==> config.mk <==
export PLATFORM = sky130hd
export DESIGN_NAME = mfrd_walker
export DESIGN_NICKNAME = d
export VERILOG_FILES = /design/src/rtl/core/mfrd_pkg.sv /design/src/rtl/core/mfrd_walker.sv
export SDC_FILE = /design/constraint.sdc
export NUM_CORES = 1
export LEC_CHECK = 0
export ABC_AREA = 1
export BUFFER_PORTS_ARGS = -buffer_cell sky130_fd_sc_hd__buf_2
export CAP_MARGIN = 5
export CORE_MARGIN = 3
export CORE_UTILIZATION = 50
export DETAILED_ROUTE_END_ITERATION = 10
export PLACE_DENSITY_LB_ADDON = 0.12
export SLEW_MARGIN = 20
export SYNTH_ARGS = -nofsm -noshare
export SYNTH_HDL_FRONTEND = slang
export SYNTH_SLANG_ARGS = --single-unit
==> constraint.sdc <==
create_clock -name clk_i -period 7.1 [get_ports clk_i]
set_clock_uncertainty 0.2 [all_clocks]
set_input_delay 1.42 -clock clk_i [delete_from_list [all_inputs] [get_ports clk_i]]
set_output_delay 1.42 -clock clk_i [all_outputs]
set_load 0.02 [all_outputs]
==> src/rtl/core/mfrd_pkg.sv <==
// Shared types and constants of the monochrome framebuffer drawer.
// Used by the coordinate walker, the top level and the checker.
`timescale 1ns / 1ps

package mfrd_pkg;

  localparam int DEF_ROW_BYTES = 32;
  localparam int DEF_ROWS      = 256;
  localparam int COORD_W       = 9;

  localparam logic [1:0] ACT_PIXEL   = 2'd0;
  localparam logic [1:0] ACT_OUTLINE = 2'd1;
  localparam logic [1:0] ACT_FILL    = 2'd2;
  localparam logic [1:0] ACT_READ    = 2'd3;

  localparam logic REG_STROKE = 1'b0;
  localparam logic REG_FILL   = 1'b1;

  typedef struct packed {
    logic [1:0] action;
    logic [7:0] x_pos;
    logic [7:0] y_pos;
    logic [8:0] rect_width;
    logic [8:0] rect_height;
  } draw_cmd_t;

  typedef struct packed {
    logic [7:0] read_data;
    logic       clipped;
  } draw_rsp_t;

  typedef struct packed {
    logic index;
    logic data;
  } cfg_wr_t;

  typedef struct packed {
    logic [COORD_W-1:0] x0;
    logic [COORD_W-1:0] xr;
    logic [COORD_W-1:0] y0;
    logic [COORD_W-1:0] yb;
    logic               outline;
  } walk_cmd_t;

  typedef struct packed {
    logic start;
    logic step;
  } walk_ctrl_t;

  typedef struct packed {
    logic [COORD_W-1:0] x;
    logic [COORD_W-1:0] y;
    logic               last;
  } walk_pos_t;

endpackage

==> src/rtl/core/mfrd_walker.sv <==
// Pixel coordinate walker for rectangles: full rows for fills, edges for outlines.
// Depends on mfrd_pkg.
`timescale 1ns / 1ps

module mfrd_walker import mfrd_pkg::*; (
  input  logic       clk_i,
  input  walk_ctrl_t ctrl_i,
  input  walk_cmd_t  cmd_i,
  output walk_pos_t  pos_o
);

  walk_cmd_t          cmd_q;
  logic [COORD_W-1:0] x_q;
  logic [COORD_W-1:0] y_q;
  logic               full_row;
  logic               row_end;

  always_comb begin
    full_row = !cmd_q.outline || (y_q == cmd_q.y0) || (y_q == cmd_q.yb);
    row_end  = (x_q == cmd_q.xr);
  end

  always_ff @(posedge clk_i) begin
    if (ctrl_i.start) begin
      cmd_q <= cmd_i;
      x_q   <= cmd_i.x0;
      y_q   <= cmd_i.y0;
    end else if (ctrl_i.step) begin
      if (row_end) begin
        x_q <= cmd_q.x0;
        y_q <= y_q + COORD_W'(1);
      end else if (full_row) begin
        x_q <= x_q + COORD_W'(1);
      end else begin
        x_q <= cmd_q.xr;
      end
    end
  end

  assign pos_o.x    = x_q;
  assign pos_o.y    = y_q;
  assign pos_o.last = row_end && (y_q == cmd_q.yb);

endmodule

==> flow_metrics.tcl, run 1 <==
set metrics [dict create \
    slew_viol_final 0 \
    period_share_pct 49.7 \
    synth.cell_area_um2 2750 \
    synth_cell_type_count 23 \
    netlist.area_leader.share_pct 60.1 \
    synthToLayoutAreaGrowth_pct 15.5 \
    wl_per_cell_um 13.2 \
    start_util_pct 52.8 \
    timing.final.setup_violations 0 \
    final_util_pct 61.0 \
    grt_util_all_layers_pct 16.9 \
    tns_ns 0 \
    postSynthAreaPerCell_um2 10.8 \
    clk_latency_ns 0.30 \
    pin_count 59 \
    vias_per_cell 4.87 \
    vias_in_the_first_global_route 1749 \
    synth.top_cells.by_count "sky130_fd_sc_hd__nand2_1, sky130_fd_sc_hd__edfxtp_1, sky130_fd_sc_hd__xnor2_1, sky130_fd_sc_hd__inv_1, sky130_fd_sc_hd__o21ai_0" \
    area_occupied_by_multi_input_gates_um2 948 \
    tritoncts_buffers 5 \
    timing.critical_path.fanout_max 16 \
    cell_breakdown_of_the_critical_path "xnor2_1 -> nand3_1 -> nor3_2 -> nand2_1 -> nor2_1 -> buf_2" \
    critPathMaxStageDelay_ns 0.47 \
    fp.dieArea_um2 6430 \
    final_critical_delay_including_setup_and_external_delays_ns 3.53 \
    diode_count 0 \
    post_cts_setup_buffers 0 \
    hold_violations 0 \
    worst_path_max_delay_cell "sky130_fd_sc_hd__edfxtp_1" \
    worst_setup_hold_path_clk_slew_ns 0.10 \
    detailedRoute.firstIterationViolations 73 \
    critical_path_class "flop to output port" \
    dr_total_vias 1869 \
    floorplan.die.height_um 80.2 \
    synth_xor_area_share_pct 11.1 \
    synth_simple_gate_area_share_pct 17.0 \
    relSlewSlack_pct 41.2 \
    cts.sink_count 55 \
    clockRootBuffer "sky130_fd_sc_hd__clkbuf_8" \
    synth-main-ff-cell "sky130_fd_sc_hd__edfxtp_1" \
    timing.critical_path.arrival_ns 1.91 \
    route.detailed.drc 0 \
    overflow 0 \
    mappedNetlistNets 297 \
    fmax_ghz 0.283 \
    fillerInstances 463 \
    grt_start_max_net_pins 65 \
    synth.most_common_cell "sky130_fd_sc_hd__nand2_1" \
    floorplan_core_area_um2 5200 \
    yosys_warnings 0 \
    final_nets 355 \
    port-buffer-count 58 \
    synthesis.instances 255 \
    status "finished, final reports clean" \
    dpl.hpwl_mm 3.79 \
    htree_num_levels 2 \
    yosysTopAreaCell "sky130_fd_sc_hd__edfxtp_1" \
    routed_wirelength_mm 5.07 \
    die_width_um 80.2 \
    multiplexer_fraction_of_the_synthesized_cell_area_pct 0 \
    netlist_top_cells_area "sky130_fd_sc_hd__edfxtp_1, sky130_fd_sc_hd__nand2_1, sky130_fd_sc_hd__xnor2_1" \
    powerDensity_nw_per_um2 228 \
    fp-row-count 26 \
    drive_above_1_share_pct 23.9 \
    required_ns 5.48 \
    crit_path_end_kind "output port" \
    ant_nets 0 \
    synth_sequential_area_ratio_pct 60.1 \
    yosys_register_bits 55 \
    worst_min_path_class "flop to flop" \
    clk_path_buf_depth 2 \
    timing.critical_path.max_delay_family "simple AND/OR/NAND/NOR gates" \
    ctsResizeCount 0 \
    asyncSetResetFlopFracSynth_pct 0 \
    tritoncts "built" \
    cp_bufs_invs 1 \
    routabilityCongestion 0.778 \
    grt_setup_unrepaired "no" \
    synth_top_family_by_area "simple AND/OR/NAND/NOR gates" \
    synth_compound_area_share_pct 5.46 \
    grt_antenna_before_repair 0 \
    first_pass_grt_wire_length_mm 8.24 \
    peakVddDrop_mv 0.150 \
    synth_enable_flop_cells 55 \
    first_pass_iters 4 \
    max_cap_violations 0 \
    timing_worst_slew_pin_value_ns 0.876 \
    cts-hold-fix-buffers 0 \
    synth_adder_area_share_pct 0.910 \
    setup.worst_path.start_class "flop" \
    power_leakage_nw 1.35 \
    final-seq-area_um2 1650 \
]
[report_power, final]
group | switching [W] | internal, W | leakage, nW
Sequential | 0.0000246 | 0.000391 | 0.545
Clock | 0.0000953 | 0.000103 | 0.0556
Combinational | 0.0000622 | 0.0000481 | 0.745
Total | 0.000182 | 0.000542 | 1.35
[sequential cells by signal (all words and copies together) (netlist names)]
name and cells:
x_q 9, y_q 9, cmd_q 37
[layout make-up]
cell class | count | share of cell area (%)
Clock buffer | 5 | 2.17
Multi-Input combinational cell | 170 | 29.9
Sequential cell | 55 | 52.0
Tap cell | 70 | 2.76
Timing Repair Buffer | 59 | 9.38
Inverter | 22 | 2.60
Clock inverter | 3 | 1.22
[stage by stage]
step | hold WS, ns | area, um2 | worst slack (ns) | instances | total power, W
2_1_floorplan | 0.398 | 2750 | 3.97 | 255 | 0.000496
3_3_place_gp | 0.407 | 3070 | 3.54 | 376 | 0.000532
3_5_place_dp | 0.420 | 3070 | 3.45 | 376 | 0.000535
4_1_cts | 0.442 | 3180 | 3.54 | 384 | 0.000733
5_1_grt | 0.494 | 3180 | 3.36 | 384 | 0.000764
6_report | 0.440 | 3180 | 3.57 | 384 | 0.000724
[final timing paths]
check	to	depth (start not counted)	slack, ns	from
hold reg to reg	x_q[4]$_DFFE_PP_	4	0.44	cmd_q[32]$_DFFE_PP_
setup reg to reg	y_q[4]$_DFFE_PP_	5	4.49	x_q[0]$_DFFE_PP_
setup / recovery	pos_o[0]	6	3.57	x_q[0]$_DFFE_PP_
hold / removal	x_q[4]$_DFFE_PP_	4	0.44	cmd_q[32]$_DFFE_PP_
[cell families (layout without fill, tap and decap cells)]
group,Yosys count,after routing
AOI/OAI and AO/OA,25,25
xor gates and xnor gates,35,35
adders and majority gates,2,2
buffers and inverters,30,89
DFF,55,55
and+or+nand+nor,108,108
[worst reg2reg max path: stages, from the launching register on]
cell and delay [ns]:
sky130_fd_sc_hd__edfxtp_1 0.47, sky130_fd_sc_hd__xnor2_1 0.19, sky130_fd_sc_hd__nand3_1 0.12, sky130_fd_sc_hd__nor3_2 0.14, sky130_fd_sc_hd__nand2_1 0.32, sky130_fd_sc_hd__o21ai_1 0.80
[cells in the final DEF, fill, tap and decap left out, drive strengths merged]
cell,count
nand2,68
buf,59
edfxtp,55
xnor2,23
inv,22
o21ai,17
nor2,15
nand3,15
xor2,12
nand4,8
clkbuf,5
o21bai,3
a21oi,2
o31ai,2
ha,2
nor3,2
clkinv,2
a31oi,1
bufinv,1
[routing by layer]
| metal | up-vias | share of wire (%) | GRT usage, % |
|---|---|---|---|
| li1 | 969 | - | - |
| met1 | 852 | 45 | 21.6 |
| met2 | 42 | 50 | 28.8 |
| met3 | 6 | 4.3 | 3.36 |
| met4 | 0 | 1.2 | 5.07 |
| met5 | - | 0 | 0 |
Note: power is estimated with default switching activity, not from simulation.
==> run 2, diff against run 1 <==
==> constraint.sdc (replaced) <==
create_clock -name clk_i -period 3.6 [get_ports clk_i]
set_clock_uncertainty 0.2 [all_clocks]
set_input_delay 0.72 -clock clk_i [delete_from_list [all_inputs] [get_ports clk_i]]
set_output_delay 0.72 -clock clk_i [all_outputs]
set_load 0.02 [all_outputs]
==> flow_metrics.tcl, run 2 (same netlist as run 1, synthesis figures left out) <==
set metrics [dict create \
    status "finished, final reports clean" \
    grt_antenna_before_repair 0 \
    clk_path_buf_depth 2 \
    worst_min_path_class "primary input to flop" \
    vias_per_cell 4.97 \
    worst_path_max_delay_cell "sky130_fd_sc_hd__edfxtp_1" \
    timing.critical_path.fanout_max 16 \
    cts.sink_count 55 \
    worst_setup_hold_path_clk_slew_ns 0.09 \
    cell_breakdown_of_the_critical_path "xnor2_1 -> nand3_1 -> nor3_2 -> nand2_1 -> nor2_1 -> buf_2" \
    power_leakage_nw 1.34 \
    detailedRoute.firstIterationViolations 72 \
    first_pass_grt_wire_length_mm 7.85 \
    timing.critical_path.arrival_ns 1.87 \
    clk_latency_ns 0.29 \
    diode_count 0 \
    dr_wl_met2_mm 2.53 \
    vias_in_the_first_global_route 1746 \
    relSlewSlack_pct 54.8 \
    fp.dieArea_um2 6430 \
    stdcell_count 384 \
    tritoncts_buffers 5 \
    final_nets 356 \
    dpl.hpwl_mm 3.71 \
    dr_total_vias 1909 \
    final_critical_delay_including_setup_and_external_delays_ns 2.79 \
    timing.final.setup_violations 0 \
    timing.critical_path.max_delay_family "simple AND/OR/NAND/NOR gates" \
    start_util_pct 52.8 \
    htree_num_levels 2 \
    post_cts_setup_buffers 0 \
    first_pass_iters 4 \
    overflow 0 \
    powerDensity_nw_per_um2 427 \
    grt_start_max_net_pins 64 \
    crit_path_end_kind "output port" \
    timing_worst_slew_pin_value_ns 0.678 \
    slew_viol_final 0 \
    pin_count 59 \
    number_of_flip_flops_in_the_largest_register 37 \
    place.detailed.instances 377 \
    ant_nets 0 \
    tns_ns 0 \
    period_share_pct 77.4 \
    setup.worst_path.start_class "flop" \
    largest_registers "cmd_q: 37 flops, x_q: 9 flops, y_q: 9 flops" \
    critPathMaxStageDelay_ns 0.47 \
    largest-register "cmd_q" \
    critical_path_class "flop to output port" \
    routed_wirelength_mm 5.00 \
    grt_setup_unrepaired "no" \
    fp-row-count 26 \
    required_ns 2.68 \
    wl_met1_mm 2.18 \
    layout.cells.most_common_list "sky130_fd_sc_hd__nand2_1, sky130_fd_sc_hd__buf_2, sky130_fd_sc_hd__edfxtp_1" \
    dr_wl_met3_um 259 \
    floorplan.die.height_um 80.2 \
    top_signal_layer_used "met4" \
    cp_bufs_invs 1 \
    grt_util_all_layers_pct 15.8 \
    max_cap_violations 0 \
    layout_commonest_cell "sky130_fd_sc_hd__nand2_1" \
    fmax_ghz 0.359 \
    cts-hold-fix-buffers 0 \
    tritoncts "built" \
    stdcell_area_um2 3150 \
    synthToLayoutAreaGrowth_pct 14.6 \
    hold_violations 0 \
    fillerInstances 470 \
    placed_area_um2 3080 \
    clockRootBuffer "sky130_fd_sc_hd__clkbuf_8" \
    ctsResizeCount 0 \
    routabilityCongestion 0.805 \
    wl_per_cell_um 13.0 \
    floorplan_core_area_um2 5200 \
    route.detailed.drc 0 \
    port-buffer-count 58 \
    peakVddDrop_mv 0.277 \
    die_width_um 80.2 \
    drive_above_1_share_pct 23.9 \
]
run 2: stage by stage:
step / utilization, % / worst slack (ns) / hold WS (ns) / power, W
after global placement: 59.1 / 1.18 / 0.411 / 0.00105
after floorplan: - / 1.09 / 0.398 / 0.000977
after global routing: 60.6 / 0.580 / 0.379 / 0.00142
after detailed placement: 59.1 / 1.11 / 0.422 / 0.00105
final: 60.6 / 0.814 / 0.397 / 0.00135
after CTS: 60.6 / 0.764 / 0.387 / 0.00136
run 2: final cells by class:
type | instances | area (um2) | area share (%)
flip-flops and latches | 55 | 1650 | 52.4
clock inverters | 2 | 8.76 | 0.278
multi-input cells | 170 | 948 | 30.1
well taps | 70 | 87.6 | 2.78
inverters | 22 | 82.6 | 2.62
clock buffers | 5 | 68.8 | 2.18
repair buffers | 60 | 305 | 9.68
run 2: final timing paths:
kind | end | slack [ns] | depth (start not counted) | start
min reg2reg | x_q[5]$_DFFE_PP_ | 0.44 | 4 | cmd_q[33]$_DFFE_PP_
min | cmd_q[26]$_DFFE_PP_ | 0.40 | 1 | cmd_i[26]
max reg2reg | y_q[4]$_DFFE_PP_ | 1.34 | 6 | x_q[0]$_DFFE_PP_
max | pos_o[0] | 0.81 | 6 | x_q[0]$_DFFE_PP_
run 2: metal layers:
metal  vias up  GRT usage [%]
met1       891           19.4
met4         0           4.05
met2        46           28.1
li1        970              -
met5         -              0
met3         2           3.48
run 2: power breakdown:
group	switching (W)	internal, W
Sequential	0.0000480	0.000770
Combinational	0.000123	0.0000956
Clock	0.000179	0.000130
Total	0.000350	0.000996
